### config.mk
export PLATFORM = sky130hd
export DESIGN_NAME = keypad_scan_debounce_flat
export DESIGN_NICKNAME = d
export VERILOG_FILES = /design/src/kpsd_pkg.sv /design/src/kpsd_if.sv /design/src/kpsd_fsm.sv /design/src/keypad_scan_debounce.sv /design/src/flat_wrapper.sv
export SDC_FILE = /design/constraint.sdc
export NUM_CORES = 1
export LEC_CHECK = 0
export BUFFER_PORTS_ARGS = -buffer_cell sky130_fd_sc_hd__buf_2
export CORE_AREA = 2 2 70 72
export DETAILED_ROUTE_END_ITERATION = 6
export DIE_AREA = 0 0 72 74
export PLACE_DENSITY = 0.9
export SETUP_SLACK_MARGIN = 0.05
export SYNTH_ARGS = -nofsm -noshare
export SYNTH_HDL_FRONTEND = slang
export SYNTH_SLANG_ARGS = --single-unit
export TNS_END_PERCENT = 10
### constraint.sdc
create_clock -name clk -period 3.7 [get_ports clk]
set_input_delay 0.37 -clock clk [delete_from_list [all_inputs] [get_ports clk]]
set_output_delay 0.37 -clock clk [all_outputs]
set_load 0.01 [all_outputs]
### src/kpsd_pkg.sv
package kpsd_pkg;

  // Configuration register indexes
  localparam int CFG_INDEX_W = 1;
  typedef logic [CFG_INDEX_W-1:0] cfg_index_t;
  localparam cfg_index_t CFG_PRESS_SETTLE   = 1'b0;
  localparam cfg_index_t CFG_RELEASE_SETTLE = 1'b1;

  localparam int SETTLE_W = 6;
  typedef logic [SETTLE_W-1:0] settle_t;
  localparam settle_t PRESS_SETTLE_RST   = 6'd10;
  localparam settle_t RELEASE_SETTLE_RST = 6'd35;
  localparam settle_t SETTLE_MAX         = 6'd63;

  typedef logic [2:0] sense_t;
  typedef logic [2:0] row_cnt_t;
  typedef logic [7:0] key_t;
  typedef logic [1:0] row_sel_t;

  // Encoder codes: bit 1 = any key down, bits 2 and 0 = column
  localparam int     SENSE_ANY_BIT = 1;
  localparam sense_t SENSE_NONE    = 3'b000;
  localparam sense_t SENSE_COL0    = 3'b010;
  localparam sense_t SENSE_COL1    = 3'b110;
  localparam sense_t SENSE_COL2    = 3'b011;
  localparam sense_t SENSE_COL3    = 3'b111;

  localparam row_cnt_t ROW_FIRST = 3'd1;
  localparam row_cnt_t ROW_LAST  = 3'd4;
  localparam row_cnt_t ROW_WRAP  = 3'd5;

  localparam key_t KEY_NONE = 8'h00;
  localparam key_t KEY_MAP [4][4] = '{
    '{"1", "2", "3", "F"},
    '{"4", "5", "6", "E"},
    '{"7", "8", "9", "D"},
    '{"A", "0", "B", "C"}
  };

  // Step result handed from the scan FSM to the output register
  typedef struct packed {
    logic     key_found;
    key_t     key_code;
    row_sel_t row_select;
  } result_t;

  function automatic key_t key_lookup(input row_cnt_t row, input sense_t code);
    logic [1:0] r;
    key_t       k;
    r = 2'(row - 3'd1);
    unique case (code)
      SENSE_COL0: k = KEY_MAP[r][0];
      SENSE_COL1: k = KEY_MAP[r][1];
      SENSE_COL2: k = KEY_MAP[r][2];
      SENSE_COL3: k = KEY_MAP[r][3];
      default:    k = KEY_NONE;
    endcase
    return k;
  endfunction

endpackage

### src/kpsd_if.sv
interface kpsd_in_if;
  logic                   valid;
  logic                   ready;
  logic                   func;
  kpsd_pkg::sense_t       sense_code;

  modport source (output valid, func, sense_code, input ready);
  modport sink   (input valid, func, sense_code, output ready);
endinterface

interface kpsd_out_if;
  logic                   valid;
  logic                   ready;
  logic                   key_found;
  kpsd_pkg::key_t         key_code;
  kpsd_pkg::row_sel_t     row_select;

  modport source (output valid, key_found, key_code, row_select, input ready);
  modport sink   (input valid, key_found, key_code, row_select, output ready);
endinterface

### src/kpsd_fsm.sv
module kpsd_fsm (
  input  logic                  clk,
  input  logic                  rst_n,
  input  logic                  cfg_we,
  input  kpsd_pkg::cfg_index_t  cfg_index,
  input  kpsd_pkg::settle_t     cfg_wdata,
  input  logic                  step,
  input  logic                  func,
  input  kpsd_pkg::sense_t      sense_code,
  output kpsd_pkg::result_t     res
);

  typedef enum logic [2:0] {
    ST_IDLE, ST_CAPTURE, ST_DEBOUNCE, ST_GETKEY, ST_WAITREL, ST_RELDEB, ST_RELEASED
  } state_t;

  state_t              state_r, state_nxt;
  kpsd_pkg::row_cnt_t  row_cnt_r, row_cnt_nxt;
  kpsd_pkg::sense_t    capt_r, capt_nxt;
  logic                found_r, found_nxt;
  kpsd_pkg::key_t      last_key_r, last_key_nxt;
  kpsd_pkg::row_sel_t  row_lines_r, row_lines_nxt;
  kpsd_pkg::settle_t   settle_r, settle_nxt;
  kpsd_pkg::settle_t   press_ticks_r, release_ticks_r;
  kpsd_pkg::row_cnt_t  row_inc;

  assign row_inc = row_cnt_r + 3'd1;

  always_comb begin
    state_nxt     = state_r;
    row_cnt_nxt   = row_cnt_r;
    capt_nxt      = capt_r;
    found_nxt     = found_r;
    last_key_nxt  = last_key_r;
    row_lines_nxt = row_lines_r;
    settle_nxt    = settle_r;
    if (step) begin
      if (func) begin
        if (settle_r < kpsd_pkg::SETTLE_MAX) begin
          settle_nxt = settle_r + 6'd1;
        end
      end else begin
        unique case (state_r)
          ST_IDLE: begin
            found_nxt = 1'b0;
            if (row_cnt_r == kpsd_pkg::ROW_WRAP) begin
              // wrap to row one, then step on to row two unless a key is down
              row_lines_nxt = '0;
              if (sense_code[kpsd_pkg::SENSE_ANY_BIT]) begin
                row_cnt_nxt = kpsd_pkg::ROW_FIRST;
                state_nxt   = ST_CAPTURE;
              end else begin
                row_cnt_nxt   = kpsd_pkg::ROW_FIRST + 3'd1;
                row_lines_nxt = 2'd1;
              end
            end else if (sense_code[kpsd_pkg::SENSE_ANY_BIT]) begin
              state_nxt = ST_CAPTURE;
            end else begin
              row_cnt_nxt = row_inc;
              if (row_inc >= kpsd_pkg::ROW_FIRST && row_inc <= kpsd_pkg::ROW_LAST) begin
                row_lines_nxt = 2'(row_inc - 3'd1);
              end
            end
          end
          ST_CAPTURE: begin
            capt_nxt   = sense_code;
            state_nxt  = ST_DEBOUNCE;
            settle_nxt = '0;
          end
          ST_DEBOUNCE: begin
            if (settle_r >= press_ticks_r) begin
              if (sense_code == capt_r) begin
                state_nxt = ST_GETKEY;
              end
              settle_nxt = '0;
            end
          end
          ST_GETKEY: begin
            last_key_nxt = kpsd_pkg::key_lookup(row_cnt_r, capt_r);
            found_nxt    = 1'b1;
            state_nxt    = ST_WAITREL;
          end
          ST_WAITREL: begin
            found_nxt = 1'b0;
            if (sense_code[kpsd_pkg::SENSE_ANY_BIT]) begin
              state_nxt  = ST_RELDEB;
              settle_nxt = '0;
            end else begin
              state_nxt = ST_RELEASED;
            end
          end
          ST_RELDEB: begin
            if (settle_r >= release_ticks_r) begin
              if (sense_code == kpsd_pkg::SENSE_NONE) begin
                state_nxt = ST_RELEASED;
              end
              settle_nxt = '0;
            end
          end
          ST_RELEASED: begin
            state_nxt   = ST_IDLE;
            row_cnt_nxt = kpsd_pkg::ROW_FIRST;
          end
          default: begin
            state_nxt = ST_IDLE;
          end
        endcase
      end
    end
  end

  assign res.key_found  = ~func & found_nxt;
  assign res.key_code   = last_key_nxt;
  assign res.row_select = row_lines_nxt;

  always_ff @(posedge clk) begin
    if (!rst_n) begin
      state_r         <= ST_IDLE;
      row_cnt_r       <= kpsd_pkg::ROW_FIRST;
      capt_r          <= kpsd_pkg::SENSE_NONE;
      found_r         <= 1'b0;
      last_key_r      <= kpsd_pkg::KEY_NONE;
      row_lines_r     <= '0;
      settle_r        <= '0;
      press_ticks_r   <= kpsd_pkg::PRESS_SETTLE_RST;
      release_ticks_r <= kpsd_pkg::RELEASE_SETTLE_RST;
    end else begin
      state_r     <= state_nxt;
      row_cnt_r   <= row_cnt_nxt;
      capt_r      <= capt_nxt;
      found_r     <= found_nxt;
      last_key_r  <= last_key_nxt;
      row_lines_r <= row_lines_nxt;
      settle_r    <= settle_nxt;
      if (cfg_we) begin
        unique case (cfg_index)
          kpsd_pkg::CFG_PRESS_SETTLE:   press_ticks_r   <= cfg_wdata;
          kpsd_pkg::CFG_RELEASE_SETTLE: release_ticks_r <= cfg_wdata;
          default: ;
        endcase
      end
    end
  end

`ifndef NO_ASSERTIONS
  a_tick_holds_state: assert property (@(posedge clk) disable iff (!rst_n)
    step && func |=> $stable(state_r))
    else $error("tick moved the scan state");

  a_found_only_getkey: assert property (@(posedge clk) disable iff (!rst_n)
    step && res.key_found |-> state_r == ST_GETKEY)
    else $error("key_found outside key lookup");

  a_tick_counts: assert property (@(posedge clk) disable iff (!rst_n)
    step && func && settle_r != kpsd_pkg::SETTLE_MAX |=> settle_r == $past(settle_r) + 6'd1)
    else $error("settle counter missed a tick");

  a_row_range: assert property (@(posedge clk) disable iff (!rst_n)
    row_cnt_r >= kpsd_pkg::ROW_FIRST && row_cnt_r <= kpsd_pkg::ROW_WRAP)
    else $error("row counter out of range");
`endif

endmodule

### src/keypad_scan_debounce.sv
// 4x4 keypad scanner with press and release debounce.
// in_ch  : one transfer per item. func=0 is a scan poll carrying the column
//          encoder code in sense_code; func=1 is a one millisecond tick.
// out_ch : exactly one result transfer per input item, in order:
//          key_found (pulse on the poll that decodes a key), key_code (ASCII
//          of the last decoded key, 0 for none or an unknown column code) and
//          row_select (row decoder drive, 0..3).
// cfg    : cfg_we/cfg_index/cfg_wdata write press (index 0) and release
//          (index 1) settle times in ticks; write only while idle.
// Timing: the result enters the output register in the cycle after the input
//          transfer. Throughput: one item per cycle while out_ch takes results,
//          set by the single registered state update of the scan FSM.
// Reset (synchronous, rst_n low): FSM idle, row counter at row one, key code
//          0, settle times 10 and 35 ticks, output register empty.
// Stall: while out_ch is held, one more item is taken into the output
//          register only if it is empty; in_ch.ready drops when the output
//          register is full and not being taken.
module keypad_scan_debounce (
  input  logic                  clk,
  input  logic                  rst_n,
  kpsd_in_if.sink               in_ch,
  kpsd_out_if.source            out_ch,
  input  logic                  cfg_we,
  input  kpsd_pkg::cfg_index_t  cfg_index,
  input  kpsd_pkg::settle_t     cfg_wdata
);

  logic              in_xfer;
  logic              out_valid_r;
  kpsd_pkg::result_t res;
  kpsd_pkg::result_t res_r;

  // Output register frees up in the same cycle it is drained
  assign in_ch.ready = ~out_valid_r | out_ch.ready;
  assign in_xfer     = in_ch.valid & in_ch.ready;

  kpsd_fsm u_fsm (
    .clk        (clk),
    .rst_n      (rst_n),
    .cfg_we     (cfg_we),
    .cfg_index  (cfg_index),
    .cfg_wdata  (cfg_wdata),
    .step       (in_xfer),
    .func       (in_ch.func),
    .sense_code (in_ch.sense_code),
    .res        (res)
  );

  always_ff @(posedge clk) begin
    if (!rst_n) begin
      out_valid_r <= 1'b0;
    end else if (in_xfer) begin
      out_valid_r <= 1'b1;
    end else if (out_ch.ready) begin
      out_valid_r <= 1'b0;
    end
  end

  // payload: no reset needed
  always_ff @(posedge clk) begin
    if (in_xfer) begin
      res_r <= res;
    end
  end

  assign out_ch.valid      = out_valid_r;
  assign out_ch.key_found  = res_r.key_found;
  assign out_ch.key_code   = res_r.key_code;
  assign out_ch.row_select = res_r.row_select;

`ifndef NO_ASSERTIONS
  a_xfer_gives_result: assert property (@(posedge clk) disable iff (!rst_n)
    in_xfer |=> out_valid_r)
    else $error("accepted item left no result");

  a_no_overwrite: assert property (@(posedge clk) disable iff (!rst_n)
    out_valid_r && !out_ch.ready |-> !in_xfer)
    else $error("pending result overwritten");
`endif

endmodule

### src/flat_wrapper.sv
// flat-port wrapper written by rule: the top's interface ports become plain ports
module keypad_scan_debounce_flat 
  (clk, rst_n, cfg_we, cfg_index, cfg_wdata, in_ch_valid, in_ch_func, in_ch_sense_code, in_ch_ready, out_ch_valid, out_ch_key_found, out_ch_key_code, out_ch_row_select, out_ch_ready);
  kpsd_in_if in_ch_i ();
  kpsd_out_if out_ch_i ();
  input  logic clk;
  input  logic rst_n;
  input  logic cfg_we;
  input  kpsd_pkg::cfg_index_t cfg_index;
  input  kpsd_pkg::settle_t cfg_wdata;
  input wire logic [$bits(in_ch_i.valid)-1:0] in_ch_valid;
  input wire logic [$bits(in_ch_i.func)-1:0] in_ch_func;
  input wire logic [$bits(in_ch_i.sense_code)-1:0] in_ch_sense_code;
  output wire logic [$bits(in_ch_i.ready)-1:0] in_ch_ready;
  output wire logic [$bits(out_ch_i.valid)-1:0] out_ch_valid;
  output wire logic [$bits(out_ch_i.key_found)-1:0] out_ch_key_found;
  output wire logic [$bits(out_ch_i.key_code)-1:0] out_ch_key_code;
  output wire logic [$bits(out_ch_i.row_select)-1:0] out_ch_row_select;
  input wire logic [$bits(out_ch_i.ready)-1:0] out_ch_ready;
  assign in_ch_i.valid = in_ch_valid;
  assign in_ch_i.func = in_ch_func;
  assign in_ch_i.sense_code = in_ch_sense_code;
  assign in_ch_ready = in_ch_i.ready;
  assign out_ch_valid = out_ch_i.valid;
  assign out_ch_key_found = out_ch_i.key_found;
  assign out_ch_key_code = out_ch_i.key_code;
  assign out_ch_row_select = out_ch_i.row_select;
  assign out_ch_i.ready = out_ch_ready;
  keypad_scan_debounce u_core (.clk(clk), .rst_n(rst_n), .in_ch(in_ch_i), .out_ch(out_ch_i), .cfg_we(cfg_we), .cfg_index(cfg_index), .cfg_wdata(cfg_wdata));
endmodule
==> results.tsv, run 1 <==
stage	metric	value	unit
cts	hold_buffers	0	
placed_design	dp_slack	1.38	ns
synth	synth_nets	334	
synth	synthTopCellsByArea	dfxtp_1 (29%), edfxtp_1 (12%), ha_1 (8.9%)	
synth	yosysTopAreaCell	dfxtp_1	
cts	clkLatencyLatePin	0.31	ns
route	ant_nets	0	
synth	ys.flop_type	dfxtp_1	
die	die_h	74	µm
global_routing	overflow	0	
synth	synth_edf_count	11	
pwr	p_leak	0.00123	µW
global_routing	busiest_layer	met2	
synth	ys_ff_latch	50	
sta	fmax	0.424	GHz
route	dr.pass1.iters	4	
synth	yosysTopAreaCellShare	0.291	
synth	ys_warn_count	0	
global_routing	use_met2	0.406	
route	via_per_inst	5.81	
global_routing	grtUsageMet3	0.0407	
global_routing	use_met1	0.238	
synth	synthesis.instances	299	
sta	tns	0	ns
worst_setup_path	arrival	2.61	ns
sta	setup_viol	0	
layout	fin_nets	352	
cts	cts_setup_buffers	0	
synth	seq_area_frac_synth	0.414	
die	rows	25	
global_routing	grt_pass1_vias	2095	
placed_design	dp_hpwl	3.67	mm
sta	slew-limit-headroom	0.604	
pwr	peakVddDrop	277	µV
cts	htree_levels	2	
worst_setup_path	startpoint	u_core.u_fsm.settle_r[0]	
worst_setup_path	cp.required	3.95	ns
cts	cts_tree	yes	
sta	fin_skew	0.0129	ns
worst_setup_path	r2r-start	u_core.u_fsm.settle_r[0]	
worst_setup_path	r2r_slack	1.34	ns
sta	final_max_slew_viol_count	0	
layout	area_growth	9.43	%
cts	cts_sinks	50	
route	first_iter_violations	138	
route	vias	2163	
synth	netlist_area	2680	µm²
cts	cts_buffers	5	
worst_setup_path	worst-r2r-cell-count	8	
worst_setup_path	r2r-end	u_core.u_fsm.settle_r[5]	
global_routing	grt_pass1_wl	8.97	mm
route	wl_per_cell	14.1	µm
route	wirelength	5.25	mm
worst_setup_path	cp_max_fo	10	
layout	final_util	0.638	
placed_design	dp_cells	364	
global_routing	antenna_found_initial	0	
placed_design	place.gp.congestion	0.846	
cts	cts_resized	0	
sta	final.min_clock_period	2.36	ns
sta	fin_ws	1.34	ns
synth	avgSynthCellArea	8.97	µm²
cts	clock-root-buffer	clkbuf_8	
sta	finalHoldViolCount	0	
sta	grt_setup_unrepaired	false	
layout	multiInputGateArea	1410	µm²
sta	worst_pin_slew	0.593	ns
layout	num_antenna_cells	0	
cts	clk_transition_reported_paths	0.10	ns
cts	clockBufferDepth	2	
die	design.core.area	4600	µm²
job	maxCapViolations	0	
die	ios	29	
min_path	worstHoldPathType	in2reg	
synth	async_flop_share	0	
worst_setup_path	startpoint_type	register	
layout	seqCellArea	1110	µm²
layout	instances_no_fill	372	
route	route.detailed.drc	0	
worst_setup_path	cp-endpoint	u_core.u_fsm.settle_r[5]	
synth	synthDistinctLibCells	50	
sta	min_period_over_period	0.638	
global_routing	grt_max_degree	37	
worst_setup_path	critical_path_class	reg2reg	
worst_setup_path	worstSetupEndpointType	register	
global_routing	track_usage	0.214	
die	die_w	72	µm
pwr	power_density	384	nW/µm²
outcome	status	finished, final reports clean	
layout	num-fill-cells	380	
layout	layout-drive-gt1-share	0.135	
placed_design	portBuffers	28	
die	dieArea	5330	µm²
die	initial_core_util	0.583	
[cell usage after synthesis, types with 2 or more instances]
| library cell | instances |
|---|---|
| a21o_1 | 2 |
| and2_1 | 12 |
| o21ai_0 | 12 |
| nor2b_1 | 10 |
| a21oi_1 | 15 |
| inv_1 | 19 |
| o21ai_1 | 8 |
| and3_1 | 2 |
| clkbuf_1 | 15 |
| or4_1 | 5 |
| a21boi_0 | 5 |
| nand2b_1 | 6 |
| o221a_2 | 3 |
| dfxtp_1 | 39 |
| edfxtp_1 | 11 |
| a211o_1 | 2 |
| xnor2_1 | 5 |
| mux2i_1 | 8 |
| o31ai_1 | 6 |
| nand4_1 | 5 |
| or3_1 | 2 |
| nand2_1 | 35 |
| a21boi_1 | 8 |
| nor2_1 | 6 |
| nand3_1 | 15 |
| ha_1 | 19 |
[through the flow]
step / hold WS (ns) / power (µW) / instance area, µm²
final: 0.295 / 1130 / 2930
after CTS: 0.289 / 1140 / 2930
after global routing: 0.313 / 1180 / 2930
after floorplan: 0.441 / 699 / 2680
after detailed placement: 0.461 / 737 / 2820
after global placement: 0.455 / 732 / 2820
[critical path, cell delays in order, from the launching register on]
cell      delay (ns)
dfxtp_1         0.40
inv_1           0.10
ha_1            0.29
nor2b_1         0.04
o21ai_1         0.17
a41oi_2         0.17
o31a_1          0.43
or4_1           0.53
a21boi_1        0.15
[power breakdown]
part	internal (µW)	switching [µW]
Sequential	577	15.7
Clock	205	195
Combinational	56.5	77.5
[cell families after synthesis]
logic type	after synthesis	share of synthesized area
AOI/OAI and AO/OA	69	0.172
xor gates and xnor gates	6	0.0196
adders and majority gates	19	0.0887
and+or+nand+nor	108	0.217
DFF	50	0.414
buffers and inverters	39	0.0588
muxes	8	0.0299
[final cells by class]
cell class                 count  area share
multi-input combinational    210       0.481
sequential                    50       0.379
timing repair buffer          29      0.0503
inverter                      21      0.0269
clock buffer                   5      0.0235
tap                           54      0.0230
clock inverter                 3      0.0162
[cells in the final DEF (no fill, tap or decap), types with 2 or more instances in the layout]
cell / instances
a211o_1: 2
a21boi_0: 5
a21boi_1: 8
a21o_1: 2
a21oi_1: 15
and2_1: 12
and3_1: 2
buf_2: 28
clkbuf_8: 5
dfxtp_1: 39
edfxtp_1: 11
ha_1: 19
inv_1: 19
mux2i_1: 8
nand2_1: 35
nand2b_1: 6
nand3_1: 15
nand4_1: 5
nor2_1: 6
nor2b_1: 10
o21ai_0: 12
o21ai_1: 8
o221a_2: 3
o31ai_1: 6
or3_1: 2
or4_1: 5
xnor2_1: 5
[worst min path at each step]
stage | cells after the start | slack [ns] | endpoint | from
2_1_floorplan | 2 | 0.44 | u_core.u_fsm.release_ticks_r[1] | u_core.u_fsm.release_ticks_r[1]
3_3_place_gp | 2 | 0.45 | u_core.u_fsm.release_ticks_r[3] | u_core.u_fsm.release_ticks_r[3]
3_5_place_dp | 2 | 0.46 | u_core.u_fsm.release_ticks_r[3] | u_core.u_fsm.release_ticks_r[3]
4_1_cts | 3 | 0.29 | u_core.u_fsm.release_ticks_r[1] | cfg_wdata[1]
5_1_grt | 3 | 0.31 | u_core.u_fsm.release_ticks_r[1] | cfg_wdata[1]
6_report | 3 | 0.29 | u_core.u_fsm.release_ticks_r[1] | cfg_wdata[1]
[registers in the layout, summed over array words and instances, names as in the netlist]
register                      count
u_core.u_fsm.last_key_r           8
u_core.u_fsm.row_lines_r          2
u_core.u_fsm.state_r              3
u_core.u_fsm.press_ticks_r        6
u_core.u_fsm.settle_r             6
u_core.out_ch.row_select          2
u_core.out_ch.key_code            8
u_core.out_ch.key_found           1
u_core.u_fsm.found_r              1
u_core.u_fsm.row_cnt_r            3
u_core.u_fsm.capt_r               3
u_core.out_ch.valid               1
u_core.u_fsm.release_ticks_r      6
[per-layer routing]
metal,part of all wire,routed length [µm],vias up
met5,0,0,-
met4,0.020,103,0
li1,-,-,1087
met1,0.43,2240,1023
met2,0.52,2720,42
met3,0.036,187,11
(Power assumes the default switching activity.)
==> run 2: changes to the inputs <==
Settings changed: CORE_AREA 2 2 70 72 to 2 2 75 77, DIE_AREA 0 0 72 74 to 0 0 77 79, PLACE_DENSITY 0.9 to 0.84.
Clock period 3.7 ns to 1.9 ns, I/O delays scaled along.
==> results.tsv, run 2 (synthesized netlist as in run 1, its figures left out) <==
stage	metric	value	unit	change
global_routing	antenna_found_initial	0		unchanged
worst_setup_path	startpoint_type	register		
route	route.detailed.drc	0		unchanged
global_routing	overflow	0		unchanged
sta	min_period_over_period	1.12		+0.481
layout	num_antenna_cells	0		unchanged
sta	fin_ws	-0.227	ns	-1.57 ns
sta	grt_setup_unrepaired	true		
route	first_iter_violations	145		+5.1%
die	ios	29		unchanged
pwr	p_leak	0.00143	µW	+16%
sta	final.min_clock_period	2.13	ns	-0.234 ns
cts	clockBufferDepth	2		unchanged
cts	htree_levels	2		unchanged
layout	final_util	0.633		-0.00471
cts	cts_sinks	50		unchanged
cts	clock-root-buffer	clkbuf_8		
cts	hold_buffers	0		unchanged
route	wirelength	6.24	mm	+19%
cts	cts_tree	yes		
global_routing	grt_max_degree	24		-35%
worst_setup_path	arrival	2.37	ns	-0.24 ns
die	dieArea	6080	µm²	+14%
worst_setup_path	worstSetupEndpointType	register		
layout	final_cell_mix	nand2_1 (34), buf_4 (34), dfxtp_1 (29)		
placed_design	place.gp.congestion	0.834		-1.5%
min_path	worstHoldPathType	in2reg		
sta	fmax	0.470	GHz	+11%
die	initial_core_util	0.502		-0.0808
cts	clk_transition_reported_paths	0.10	ns	about the same
layout	post-route-cell-area	3380	µm²	+15%
sta	tns	-1.20	ns	-1.20 ns
worst_setup_path	critical_path_class	reg2reg		
route	via_per_inst	5.59		-3.8%
pwr	power_density	689	nW/µm²	+79%
die	design.core.area	5340	µm²	+16%
sta	worst_pin_slew	0.416	ns	-0.177 ns
pwr	peakVddDrop	436	µV	+57%
layout	area_growth	26.1	%	
placed_design	dp_cells	412		+13%
worst_setup_path	cp_max_fo	7		-3
sta	setup_viol	10		+10
job	maxCapViolations	0		unchanged
placed_design	dpl-instance-area	3090	µm²	+9.6%
layout	instances_no_fill	424		+14%
global_routing	track_usage	0.197		-0.0169
outcome	violations	setup timing		
global_routing	grt_pass1_wl	9.63	mm	+7.3%
layout	layout-drive-gt1-share	0.321		+0.186
die	die_w	77	µm	+6.9%
die	rows	27		+8.0%
placed_design	portBuffers	28		unchanged
cts	clkLatencyLatePin	0.31	ns	about the same
sta	finalHoldViolCount	0		unchanged
sta	final_max_slew_viol_count	0		unchanged
sta	fin_skew	0.00219	ns	-0.0107 ns
die	die_h	79	µm	+6.8%
route	dr.pass1.iters	4		unchanged
placed_design	dp_hpwl	4.16	mm	+13%
route	vias	2372		+9.7%
placed_design	dp_slack	-0.260	ns	-1.64 ns
route	wl_per_cell	14.7	µm	+4.2%
worst_setup_path	cp.required	2.15	ns	-1.80 ns
route	ant_nets	0		unchanged
layout	fin_nets	386		+9.7%
sta	slew-limit-headroom	0.723		+0.119
outcome	status	complete, but fails checks		
cts	cts_buffers	5		unchanged
global_routing	grt_pass1_vias	2139		+2.1%
-- run 2: changes by cell type in the layout (fill, tap and decap cells not counted), sizes merged --
cell,before,now
clkinv,2,1
buf,29,63
clkinvlp,0,1
-- run 2: final timing paths --
path / startpoint / endpoint / slack, ns / depth (start not counted)
min reg2reg: u_core.u_fsm.release_ticks_r[4] / u_core.u_fsm.release_ticks_r[4] / 0.48 / 2
max: u_core.u_fsm.settle_r[0] / u_core.u_fsm.settle_r[5] / -0.23 / 8
max reg2reg: u_core.u_fsm.settle_r[0] / u_core.u_fsm.settle_r[5] / -0.23 / 8
min: cfg_wdata[3] / u_core.u_fsm.press_ticks_r[3] / 0.13 / 3
-- run 2: repair_timing --
item                       in CTS  in global routing
hold endpoints to repair        0                  0
setup endpoints to repair      16                 19
gates cloned                    0                  0
gates resized for setup        18                 23
pin swaps                       9                 18
setup buffers                   2                  2
-- run 2: power breakdown --
group | internal [µW] | switching [µW]
sequential | 1130 | 27.1
combinational | 187 | 201
clock | 401 | 387
-- run 2: cell type report --
cell class | instances | area, µm²
clock inverter | 3 | 48.8
timing repair buffer | 63 | 407
multi-input combinational | 210 | 1560
inverter | 21 | 81.3
tap | 72 | 90.1
fill | 432 | 1960
sequential | 50 | 1130
clock buffer | 5 | 68.8
-- run 2: metrics by stage --
| stage | total power, µW | hold slack [ns] |
|---|---|---|
| after floorplan | 1360 | 0.329 |
| after global placement | 1480 | 0.437 |
| after detailed placement | 1500 | 0.443 |
| after CTS | 2300 | 0.121 |
| after global routing | 2420 | 0.135 |
| final | 2330 | 0.134 |
-- run 2: worst max-delay path: stages, from the launching register on --
cell and delay [ns]:
dfxtp_4 0.37, inv_4 0.05, ha_4 0.27, nor2b_4 0.04
o21ai_2 0.13, a41oi_2 0.13, o31a_1 0.40, or4_1 0.52
a21boi_1 0.14
-- run 2: metal layers --
| metal | share of wire | global-route usage | vias to the layer above | wire, µm |
|---|---|---|---|---|
| met2 | 0.50 | 0.337 | 72 | 3110 |
| met1 | 0.44 | 0.246 | 1122 | 2710 |
| li1 | - | - | 1160 | - |
| met4 | 0.027 | 0.0857 | 0 | 170 |
| met5 | 0 | 0 | - | 0 |
| met3 | 0.038 | 0.0352 | 18 | 237 |
